**src/design/tasmc_pkg.sv**
```systemverilog
// ----------------------------------------------------------------------------
// tasmc_pkg
// Shared types, codes and reset values for the two-axis stepper move
// controller.
// ----------------------------------------------------------------------------
`default_nettype none

package tasmc_pkg;

    // field widths
    localparam int unsigned CNT_W   = 16;
    localparam int unsigned STEPS_W = 16;
    localparam int unsigned REM_W   = 15;
    localparam int unsigned CFG_W   = 16;
    localparam int unsigned CFG_IDX_W = 1;

    // configuration reset values
    localparam logic [CFG_W-1:0] PWM_PERIOD_RST = 16'd1000;
    localparam logic [CFG_W-1:0] DUTY_LEVEL_RST = 16'd500;

    // request kinds
    typedef enum logic {
        REQ_CMD  = 1'b0,
        REQ_TICK = 1'b1
    } t_req;

    // configuration register indexes
    typedef enum logic [CFG_IDX_W-1:0] {
        CFG_PWM_PERIOD = 1'b0,
        CFG_DUTY_LEVEL = 1'b1
    } t_cfg_idx;

    // magnitude of a signed count, saturated to the remaining-count range
    function automatic logic [REM_W-1:0] mag_sat(input logic signed [STEPS_W-1:0] s);
        logic [STEPS_W-1:0] neg;
        neg = STEPS_W'(0) - STEPS_W'(s);
        if (!s[STEPS_W-1]) begin
            mag_sat = s[REM_W-1:0];
        end else if (neg[STEPS_W-1]) begin
            mag_sat = {REM_W{1'b1}};
        end else begin
            mag_sat = neg[REM_W-1:0];
        end
    endfunction

    // remaining count signed by direction
    function automatic logic [STEPS_W-1:0] signed_left(input logic [REM_W-1:0] rem,
                                                        input logic positive);
        logic [STEPS_W-1:0] ext;
        ext = {1'b0, rem};
        signed_left = positive ? ext : (STEPS_W'(0) - ext);
    endfunction

endpackage

`default_nettype wire

```
**src/design/two_axis_stepper_move_controller.sv**
```systemverilog
// ----------------------------------------------------------------------------
// two_axis_stepper_move_controller
// Takes move commands and timer ticks, drives x/y step and direction pins
// from a shared pwm counter and stops an axis when its limit switch trips.
// ----------------------------------------------------------------------------
//
//  channel   direction  handshake                  payload
//  -------   ---------  -------------------------  ------------------------------
//  in        input      i_in_valid / o_in_stall    req_type, steps_x/y, limits
//  out       output     o_out_valid / i_out_stall  step, dir, busy, done, ok, extra
//  cfg       input      i_cfg_we                   i_cfg_idx, i_cfg_data
//
//  one item per clock unless stalled; result shown the cycle after it is accepted
//  all work sits between the move state and one result register
//  the input stalls only while a result is held and the output side stalls
//  synchronous active-low reset clears the move state and loads the default
//  pwm period and duty level
// ----------------------------------------------------------------------------
`default_nettype none

module two_axis_stepper_move_controller (
    input  wire logic                                     i_clk,
    input  wire logic                                     i_rst_n,
    // configuration
    input  wire logic                                     i_cfg_we,
    input  wire logic [tasmc_pkg::CFG_IDX_W-1:0]          i_cfg_idx,
    input  wire logic [tasmc_pkg::CFG_W-1:0]              i_cfg_data,
    // input channel
    input  wire logic                                     i_in_valid,
    output logic                                          o_in_stall,
    input  wire logic                                     i_req_type,
    input  wire logic signed [tasmc_pkg::STEPS_W-1:0]     i_steps_x,
    input  wire logic signed [tasmc_pkg::STEPS_W-1:0]     i_steps_y,
    input  wire logic                                     i_limit_neg_x,
    input  wire logic                                     i_limit_pos_x,
    input  wire logic                                     i_limit_neg_y,
    input  wire logic                                     i_limit_pos_y,
    // output channel
    output logic                                          o_out_valid,
    input  wire logic                                     i_out_stall,
    output logic                                          o_step_x,
    output logic                                          o_step_y,
    output logic                                          o_dir_x,
    output logic                                          o_dir_y,
    output logic                                          o_busy_res,
    output logic                                          o_done_res,
    output logic                                          o_move_ok,
    output logic signed [tasmc_pkg::STEPS_W-1:0]          o_extra_x,
    output logic signed [tasmc_pkg::STEPS_W-1:0]          o_extra_y
);

    localparam int unsigned CW = tasmc_pkg::CNT_W;
    localparam int unsigned SW = tasmc_pkg::STEPS_W;
    localparam int unsigned RW = tasmc_pkg::REM_W;

    // configuration registers
    logic [tasmc_pkg::CFG_W-1:0] r_period;
    logic [tasmc_pkg::CFG_W-1:0] r_duty;

    // move state
    logic [CW-1:0] r_count,  n_count;
    logic [RW-1:0] r_rem_x,  n_rem_x;
    logic [RW-1:0] r_rem_y,  n_rem_y;
    logic [1:0]    r_active, n_active;
    logic [1:0]    r_dir,    n_dir;
    logic [1:0]    r_hit,    n_hit;
    logic          r_moving, n_moving;
    logic [SW-1:0] r_left_x, n_left_x;
    logic [SW-1:0] r_left_y, n_left_y;

    // result register
    logic          r_out_valid;
    logic [1:0]    r_step,   n_step;
    logic          r_done,   n_done;
    logic          r_ok,     n_ok;

    // decode helpers
    logic          in_fire;
    logic          sx_neg, sy_neg, sx_nz, sy_nz;
    logic          px, py;
    logic          wrap;
    logic [1:0]    cmd_hit;

    assign o_in_stall = r_out_valid & i_out_stall;
    assign in_fire    = i_in_valid & ~o_in_stall;

    assign sx_neg = i_steps_x[SW-1];
    assign sy_neg = i_steps_y[SW-1];
    assign sx_nz  = (i_steps_x != '0);
    assign sy_nz  = (i_steps_y != '0);
    assign px     = r_dir[0];
    assign py     = r_dir[1];

    // limit check of a new command against its own directions
    assign cmd_hit[0] = (i_limit_neg_x & sx_neg) | (i_limit_pos_x & sx_nz & ~sx_neg);
    assign cmd_hit[1] = (i_limit_neg_y & sy_neg) | (i_limit_pos_y & sy_nz & ~sy_neg);

    // next state and result for the accepted item
    always_comb begin
        n_count  = r_count;
        n_rem_x  = r_rem_x;
        n_rem_y  = r_rem_y;
        n_active = r_active;
        n_dir    = r_dir;
        n_hit    = r_hit;
        n_moving = r_moving;
        n_left_x = r_left_x;
        n_left_y = r_left_y;
        n_step   = 2'b00;
        n_done   = 1'b0;
        n_ok     = 1'b0;
        wrap     = 1'b0;

        if (tasmc_pkg::t_req'(i_req_type) == tasmc_pkg::REQ_CMD) begin
            // start a move unless one is running
            if (!r_moving) begin
                if (!sx_nz && !sy_nz) begin
                    n_done = 1'b1;
                    n_ok   = 1'b1;
                end else begin
                    n_left_x = cmd_hit[0] ? i_steps_x : '0;
                    n_left_y = cmd_hit[1] ? i_steps_y : '0;
                    if (cmd_hit == 2'b11) begin
                        n_done   = 1'b1;
                        n_active = 2'b00;
                    end else begin
                        n_active = {sy_nz, sx_nz};
                        n_dir    = {~sy_neg, ~sx_neg};
                        n_hit    = cmd_hit;
                        n_rem_x  = tasmc_pkg::mag_sat(i_steps_x);
                        n_rem_y  = tasmc_pkg::mag_sat(i_steps_y);
                        n_moving = 1'b1;
                    end
                end
            end
        end else if (r_moving) begin
            // pwm counter and step levels
            if (r_count < r_period) begin
                n_count = r_count + CW'(1);
            end else begin
                n_count = '0;
                wrap    = 1'b1;
            end
            if (r_duty > n_count) begin
                n_step = r_active;
            end

            // period end: recheck limits and count down
            if (wrap) begin
                if ((i_limit_neg_x & ~px) | (i_limit_pos_x & px)) begin
                    n_hit[0] = 1'b1;
                    n_left_x = tasmc_pkg::signed_left(r_rem_x, px);
                end
                if ((i_limit_neg_y & ~py) | (i_limit_pos_y & py)) begin
                    n_hit[1] = 1'b1;
                    n_left_y = tasmc_pkg::signed_left(r_rem_y, py);
                end
                if (n_hit[0]) begin
                    n_rem_x = '0;
                    if (r_rem_y == '0) begin
                        n_done = 1'b1;
                    end
                end
                if (!n_done && n_hit[1]) begin
                    n_rem_y = '0;
                    if (n_rem_x == '0) begin
                        n_done = 1'b1;
                    end
                end
                if (!n_done) begin
                    if (n_rem_x != '0) begin
                        n_rem_x = n_rem_x - RW'(1);
                    end else begin
                        n_active[0] = 1'b0;
                    end
                    if (n_rem_y != '0) begin
                        n_rem_y = n_rem_y - RW'(1);
                    end else begin
                        n_active[1] = 1'b0;
                    end
                    if (n_active == 2'b00) begin
                        n_done = 1'b1;
                        n_ok   = 1'b1;
                    end
                end
                if (n_done) begin
                    n_moving = 1'b0;
                    n_active = 2'b00;
                    n_step   = 2'b00;
                end
            end
        end
    end

    // configuration registers
    always_ff @(posedge i_clk) begin
        if (!i_rst_n) begin
            r_period <= tasmc_pkg::PWM_PERIOD_RST;
            r_duty   <= tasmc_pkg::DUTY_LEVEL_RST;
        end else if (i_cfg_we) begin
            unique case (tasmc_pkg::t_cfg_idx'(i_cfg_idx))
                tasmc_pkg::CFG_PWM_PERIOD: r_period <= i_cfg_data;
                tasmc_pkg::CFG_DUTY_LEVEL: r_duty   <= i_cfg_data;
                default: ;
            endcase
        end
    end

    // move state update
    always_ff @(posedge i_clk) begin
        if (!i_rst_n) begin
            r_count  <= '0;
            r_rem_x  <= '0;
            r_rem_y  <= '0;
            r_active <= 2'b00;
            r_dir    <= 2'b00;
            r_hit    <= 2'b00;
            r_moving <= 1'b0;
            r_left_x <= '0;
            r_left_y <= '0;
        end else if (in_fire) begin
            r_count  <= n_count;
            r_rem_x  <= n_rem_x;
            r_rem_y  <= n_rem_y;
            r_active <= n_active;
            r_dir    <= n_dir;
            r_hit    <= n_hit;
            r_moving <= n_moving;
            r_left_x <= n_left_x;
            r_left_y <= n_left_y;
        end
    end

    // result register valid
    always_ff @(posedge i_clk) begin
        if (!i_rst_n) begin
            r_out_valid <= 1'b0;
        end else if (in_fire) begin
            r_out_valid <= 1'b1;
        end else if (!i_out_stall) begin
            r_out_valid <= 1'b0;
        end
    end

    // result payload
    always_ff @(posedge i_clk) begin
        if (in_fire) begin
            r_step <= n_step;
            r_done <= n_done;
            r_ok   <= n_ok;
        end
    end

    // pins and leftovers follow the state, which only moves with the result
    assign o_out_valid = r_out_valid;
    assign o_step_x    = r_step[0];
    assign o_step_y    = r_step[1];
    assign o_dir_x     = r_dir[0];
    assign o_dir_y     = r_dir[1];
    assign o_busy_res  = r_moving;
    assign o_done_res  = r_done;
    assign o_move_ok   = r_ok;
    assign o_extra_x   = r_left_x;
    assign o_extra_y   = r_left_y;

    // a move is running exactly while some axis is active
    a_active_moving: assert property (@(posedge i_clk) disable iff (!i_rst_n)
        r_moving == (r_active != 2'b00))
        else $error("active axes disagree with moving flag");

    // a finished move leaves the block idle
    a_done_idle: assert property (@(posedge i_clk) disable iff (!i_rst_n)
        (r_out_valid && r_done) |-> !r_moving)
        else $error("done reported while still moving");

    // success is only ever reported together with done
    a_ok_done: assert property (@(posedge i_clk) disable iff (!i_rst_n)
        (r_out_valid && r_ok) |-> r_done)
        else $error("move_ok without done");

    // step pulses only come out of a running move
    a_step_busy: assert property (@(posedge i_clk) disable iff (!i_rst_n)
        (r_out_valid && (r_step != 2'b00)) |-> r_moving)
        else $error("step pulse while idle");

    // a tick that is not a period end leaves the remaining counts alone
    a_rem_hold: assert property (@(posedge i_clk) disable iff (!i_rst_n)
        (in_fire && r_moving && !wrap && i_req_type) |=> ($stable(r_rem_x) && $stable(r_rem_y)))
        else $error("remaining count changed off a period end");

endmodule

`default_nettype wire
```
**config.mk**
```make
export PLATFORM = sky130hd
export DESIGN_NAME = two_axis_stepper_move_controller
export DESIGN_NICKNAME = d
export VERILOG_FILES = /design/src/design/tasmc_pkg.sv /design/src/design/two_axis_stepper_move_controller.sv
export SDC_FILE = /design/constraint.sdc
export NUM_CORES = 1
export LEC_CHECK = 0
export BUFFER_PORTS_ARGS = -buffer_cell sky130_fd_sc_hd__buf_2
export CORE_MARGIN = 5
export CORE_UTILIZATION = 41
export CTS_CLUSTER_DIAMETER = 50
export DETAILED_ROUTE_END_ITERATION = 16
export SLEW_MARGIN = 20
export SYNTH_ARGS = -nofsm -noshare
export SYNTH_HDL_FRONTEND = slang
export SYNTH_SLANG_ARGS = --single-unit
```
**constraint.sdc**
```tcl
create_clock -name i_clk -period 6.55 [get_ports i_clk]
set_input_delay 0.3275 -clock i_clk [delete_from_list [all_inputs] [get_ports i_clk]]
set_output_delay 0.3275 -clock i_clk [all_outputs]
set_load 0.05 [all_outputs]
```
# Word level (Yosys, flattened, before mapping)
# Index checks and enable logic that the tools add are counted.
# totals
ff_bits	122
output_inout_bits	41
elab_cells	202
# op_classes
reduce_logical	21
order_cmp	2
n_bitwise	26
add_sub_neg	7
n_mux	121
eq_ne	10
# op_table
op	n
two-way mux 15 bit	28
two-way mux 16 bit	19
two-way mux 1 bit	57
two-way mux 2 bit	17
nonzero test 16 bit	2
subtractor 1 x 15 -> 16 bit (first input constant)	2
subtractor 1 x 16 -> 16 bit (first input constant)	2
zero test 15 bit	2
nonzero test 15 bit	2
subtractor 15 x 1 -> 15 bit (second input constant)	2
AND reduction 6 bit	4
adder 16 x 1 -> 16 bit (second input constant)	1
greater-than comparator 16 bit	1
less-than comparator 16 bit	1
AND 1 bit	12
inequality test 2 x 1 -> 1 bit (second input constant)	5
NOT 1 bit	10
inequality test 2 bit (second input constant)	3
AND reduction 2 bit	3
AND reduction 5 bit	1
bitwise OR 1 bit	4
zero test 1 bit	3
inequality test 3 x 2 -> 1 bit (second input constant)	1
AND reduction 3 bit	1
other kinds (3)	4

# Logic depth before layout (Yosys ltp)
# depth
word_depth	33
depth_mapped	17

# Worst setup path before layout
# No wires, ideal clock.
# synth_timing
kind	flip-flop to flip-flop
from	register r_count[6]
to	register r_step[0] (data pin)
synth_period_minus_slack_ns	3.537
t_arrival_ns	3.278
path_stages_with_launch	15
required_ns	6.291
n_path_buf	2
slack_ns	3.013
setup_ns	0.259
path_cell_list	dfxtp_1 -> ha_1 -> nand4_1 -> o311a_1 -> o41ai_2 -> clkbuf_1 -> clkbuf_1 -> or2_2 -> ha_1 -> a21o_1 -> a21o_1 -> a21oi_1 -> o211ai_1 -> o211ai_1 -> nor2_1
# synth_between
elab_chain_len	8
word_cells_on_any_way	12
# synth_lines
item	line	source
start, declared	two_axis_stepper_move_controller.sv:61	logic [CW-1:0] r_count, n_count;
start signal, assigned	two_axis_stepper_move_controller.sv:222	r_count <= n_count;
adder 16 x 1 -> 16 bit / less-than comparator 16 bit (equally long branches)	two_axis_stepper_move_controller.sv:139, two_axis_stepper_move_controller.sv:138	
two-way mux 16 bit	two_axis_stepper_move_controller.sv:138	if (r_count < r_period) begin
two-way mux 16 bit	two_axis_stepper_move_controller.sv:136	end else if (r_moving) begin
two-way mux 16 bit	two_axis_stepper_move_controller.sv:114	if (tasmc_pkg::t_req'(i_req_type) == tasmc_pkg::REQ_CMD) begin
greater-than comparator 16 bit	two_axis_stepper_move_controller.sv:144	if (r_duty > n_count) begin
two-way mux 2 bit	two_axis_stepper_move_controller.sv:144	
two-way mux 2 bit	two_axis_stepper_move_controller.sv:186	if (n_done) begin
two-way mux 2 bit (*)	two_axis_stepper_move_controller.sv:149	if (wrap) begin
end signal, assigned	two_axis_stepper_move_controller.sv:248	r_step <= n_step;
end, declared	two_axis_stepper_move_controller.sv:73	logic [1:0] r_step, n_step;
# Mark *: on every way between the ends. The rest lies on a longest branch, timed or not. The select of a mux whose other input is x is not followed.
# A chain may end at the register's enable or synchronous reset.

# Final worst setup path
# layout_timing
from	register r_dir[0]
to	register r_rem_y[1]
# layout_between
elab_chain_len	23
word_cells_on_any_way	35
# layout_lines
item	line	source
start, declared	two_axis_stepper_move_controller.sv:65	logic [1:0] r_dir, n_dir;
start signal, assigned	two_axis_stepper_move_controller.sv:226	r_dir <= n_dir;
NOT 1 bit	two_axis_stepper_move_controller.sv:150	if ((i_limit_neg_x & ~px) | (i_limit_pos_x & px)) begin
AND 1 bit	two_axis_stepper_move_controller.sv:150	
bitwise OR 1 bit (*)	two_axis_stepper_move_controller.sv:150	
two-way mux 1 bit (*)	two_axis_stepper_move_controller.sv:150	
two-way mux 1 bit (*)	two_axis_stepper_move_controller.sv:149	
two-way mux 1 bit (*)	two_axis_stepper_move_controller.sv:136	
two-way mux 1 bit (*)	two_axis_stepper_move_controller.sv:114	
two-way mux 1 bit	two_axis_stepper_move_controller.sv:158	if (n_hit[0]) begin
(+7 left out)	n/a	
two-way mux 15 bit	two_axis_stepper_move_controller.sv:136	
two-way mux 15 bit	two_axis_stepper_move_controller.sv:114	
subtractor 15 x 1 -> 15 bit / nonzero test 15 bit (equally long branches)	two_axis_stepper_move_controller.sv:177, two_axis_stepper_move_controller.sv:176	
two-way mux 15 bit	two_axis_stepper_move_controller.sv:176	if (n_rem_y != '0) begin
two-way mux 15 bit (*)	two_axis_stepper_move_controller.sv:170	if (!n_done) begin
two-way mux 15 bit (*)	two_axis_stepper_move_controller.sv:149	
two-way mux 15 bit (*)	two_axis_stepper_move_controller.sv:136	
two-way mux 15 bit (*)	two_axis_stepper_move_controller.sv:114	
end signal, assigned	two_axis_stepper_move_controller.sv:224	r_rem_y <= n_rem_y;
end, declared	two_axis_stepper_move_controller.sv:63	logic [RW-1:0] r_rem_y, n_rem_y;
# Marked as above.

==> summary.md <==
| Metric | Value |
|---|---|
| #FFs+latches synth | 122 |
| Initial Utilization | 41.29% |
| Total CTS buffers | 17 |
| Critical Path RT | 6930 ps |
| Clock sinks | 122 |
| Vias/cell | 5.759 |
| Ports | 100 |
| Area of the die | 23190 um^2 |
| Xor/xnor cell area share of the yosys netlist | 7.175% |
| LEAKAGE | 3.912 nW |
| Critical Path End Type | register |
| Synth async-reset ratio | 0% |
| First-pass detailed-route iteration total | 5 |
| Routed WL | 25.34 mm |
| Sink of the worst hold path | r_duty[7] |
| Num rows | 52 |
| H-tree depth | 4 |
| Hold slack final | 135.8 ps |
| Avg Cell Area, Syn | 7.539 um^2 |
| Reg clk slew, reported paths | 60 ps |
| Cell area power density | 263.1 nW/um^2 |
| Setup bufs post-CTS | 0 |
| Max Slew Vio Count | 0 |
| Mapped Area | 8300 um^2 |
| Period utilization | 60.44% |
| Adder-Cell Fraction of Synth Area | 5.728% |
| Critical-path maximum fanout | 19 |
| Least-Margin Pin Slew | 1018 ps |
| Hold depth | 3 |
| Global placement routability congestion | 0.8872 |
| First-pass GRT wire length | 41.15 mm |
| Filler cells | 2033 |
| Tightest Hold Check Type | in -> reg |
| Status | finished clean |
| Simple-Gate Fraction of Synth Area | 24.90% |
| Synthesized netlist cell count | 1101 |
| Worst path max stage delay | 740 ps |
| Height of the die | 152.3 um |
| Setup violators final | 0 |
| Reg-to-reg startpoint | r_dir[0] |
| Layout cell share with drive strength beyond 1 | 15.36% |
| CP Launch Type | register |
| Initial antenna violation count | 0 |
| DRC | 0 |
| Drt initial violations | 581 |
| Total track usage | 21.43% |
| Worst hold start | i_cfg_data[7] |
| R2r setup slk | 2590 ps |
| Commonest non-fill, non-tap cell in the layout | nand2_1 |
| Post-synthesis mux area share | 1.296% |
| Setup tns final | 0 ps |
| Worst Setup Path Type | reg -> reg |
| Slew headroom | 31.96% |
| Post-route ant nets | 0 |
| Most frequent cells in the layout | 162 x nand2_1, 118 x dfxtp_1, 106 x a21oi_1 |
| Slowest CP cell | dfxtp_1 |
| Die width | 152.3 um |
| RSZ-0062 raised after global routing | no |
| Synth unique cells | 74 |
| Worst vdd ir | 186.0 uV |
| I/O Buffers | 99 |
| Area grow syn2layout | 14.97% |
| Largest net degree at the start of global routing | 54 |
| Final hold vios | 0 |
| Number of synthesized flops with an enable pin | 4 |
| Final Critical Period | 3959 ps |
| R2r endpoint | r_rem_y[1] |
| Maximum clock rate | 0.2526 GHz |
| Antenna cells | 0 |
| Total Nets Final | 1249 |
| Gr ovfl total | 0 |
| Largest family of logic cells by synthesized area | compound AO/OA/AOI/OAI gates |
| Post-CTS Resized | 0 |
| Max Clock Skew | 10.62 ps |
| Synth warn | 0 |
| Number of global-route vias before repair | 7955 |
| Most used DFF post-synth | dfxtp_1 |
| Routed via count | 8264 |
| Compound-Gate Fraction of Synth Area | 25.32% |
| Crit path DAT | 4340 ps |
| Hold-fix buffer count after cts | 0 |
| Sequential element share of the synthesized area | 29.91% |
| Core area | 20100 um^2 |
| Total power | 2.511 mW |
| Max-cap violations | 0 |
| Clock Path Buffers | 2 |
| Pre-CTS setup slack | 2623 ps |
| Post-DP HPWL | 18.38 mm |
| Worst R2R Path Depth | 11 |
| CP cell instances | mux2_2 -> nor2_1 -> o31ai_1 -> buf_4 -> nand2_1 -> ha_1 -> a21bo_2 -> and3_1 -> mux2_1 -> a211oi_1 -> a31o_2 |
| Clock Latency Late Sink | 430 ps |
| Final worst slack | 2591 ps |
| Average wire per cell in the routed design | 17.66 um |
| CTS tree | built |
| CTS Root Cell | clkbuf_16 |
| Syn Nets | 1198 |
[metal layers]
| metal | track usage (%) | share of wire, % |
|---|---|---|
| met5 | 0 | 0 |
| met4 | 8.433 | 3.1 |
| met3 | 4.175 | 5.2 |
| met2 | 37.11 | 49 |
| met1 | 26.23 | 43 |
[registers in the layout (all words and copies together) (netlist names)]
signal / flops
o_extra_x: 16
o_extra_y: 16
r_count: 16
r_duty: 16
r_period: 16
r_rem_x: 15
r_rem_y: 15
r_active: 2
r_dir: 2
r_hit: 2
r_step: 2
o_busy_res: 1
o_done_res: 1
o_move_ok: 1
o_out_valid: 1
[per-stage QoR]
stage	std cells	util (%)	instance area, um^2
floorplan	1101	-	8300
global placement	1403	44.25	8896
detailed placement	1403	44.25	8896
CTS	1435	47.47	9543
global route	1435	47.47	9543
finish	1435	47.47	9543
[report_power, final]
group          total, mW  internal, mW  leakage, nW  switching, mW
Sequential         0.833         0.789         1.00         0.0441
Clock               1.04         0.679        0.311          0.359
Combinational      0.639         0.219         2.60          0.420
Total               2.51          1.69         3.91          0.823
[Yosys cell counts, types with 4 or more instances]
master / count / area share (%)
ha_1: 38 / 5.7
a32oi_1: 4 / 0.42
and2_1: 8 / 0.60
a31o_2: 4 / 0.42
o41ai_1: 5 / 0.53
o211ai_1: 22 / 2.0
nor4_2: 4 / 0.60
and3_1: 13 / 0.98
a21o_1: 6 / 0.54
mux2_2: 5 / 0.68
or4_1: 7 / 0.63
a21oi_1: 106 / 6.4
nor2b_1: 5 / 0.38
a211oi_1: 17 / 1.5
o31ai_1: 6 / 0.54
o21ai_0: 50 / 3.0
xor2_1: 49 / 5.2
nor4_1: 9 / 0.68
o211a_1: 7 / 0.84
a31oi_1: 17 / 1.3
a22oi_1: 17 / 1.5
mux2i_1: 4 / 0.48
a311oi_1: 5 / 0.53
or3_1: 9 / 0.68
dfxtp_1: 118 / 28
buf_2: 16 / 0.96
a221o_1: 5 / 0.60
nand3_1: 46 / 2.8
or2_2: 10 / 0.75
nor3_1: 30 / 1.8
nand4_1: 19 / 1.4
xnor2_1: 19 / 2.0
nand2_1: 162 / 7.3
inv_1: 37 / 1.7
o21a_1: 7 / 0.63
edfxtp_1: 4 / 1.4
nand2b_1: 9 / 0.68
nor2_1: 92 / 4.2
buf_1: 8 / 0.36
clkbuf_1: 50 / 2.3
o221a_2: 4 / 0.54
[final cells by class]
cell class,instances,area (um^2),area share [%]
inverters,39,146.4,1.534
well taps,270,337.8,3.540
repair buffers,109,570.5,5.979
clock buffers,23,488.0,5.113
multi-input cells,863,5359,56.16
clock inverters,9,158.9,1.665
flip-flops and latches,122,2482,26.01
[worst max-delay path by stage]
stage                          start           to
final                       r_dir[0]   r_rem_y[1]
after global routing        r_dir[0]  r_rem_y[10]
after CTS                   r_dir[0]   r_rem_y[1]
after detailed placement    r_dir[0]   r_rem_y[1]
after global placement      r_dir[0]   r_rem_y[1]
after floorplan           r_count[6]    r_step[0]
[critical path, delay by kind of cell, from the launching register on]
kind | cells | cell delay [ps]
AO/OA/AOI/OAI | 4 | 830
multiplexers | 2 | 770
AND/OR/NAND/NOR | 3 | 1010
adder cells (fa/ha/maj) | 1 | 320
buffers and inverters | 1 | 220
flip-flops | 1 | 740
[logic make-up (layout without fill, tap and decap cells)]
kind of cell | Yosys count | count (layout)
AOI/OAI and AO/OA | 312 | 312
xor gates and xnor gates | 68 | 68
adders and majority gates | 38 | 38
buffers and inverters | 116 | 180
DFF | 122 | 122
muxes | 10 | 10
and+or+nand+nor | 435 | 435
Note: power is estimated with default switching activity, not from simulation.
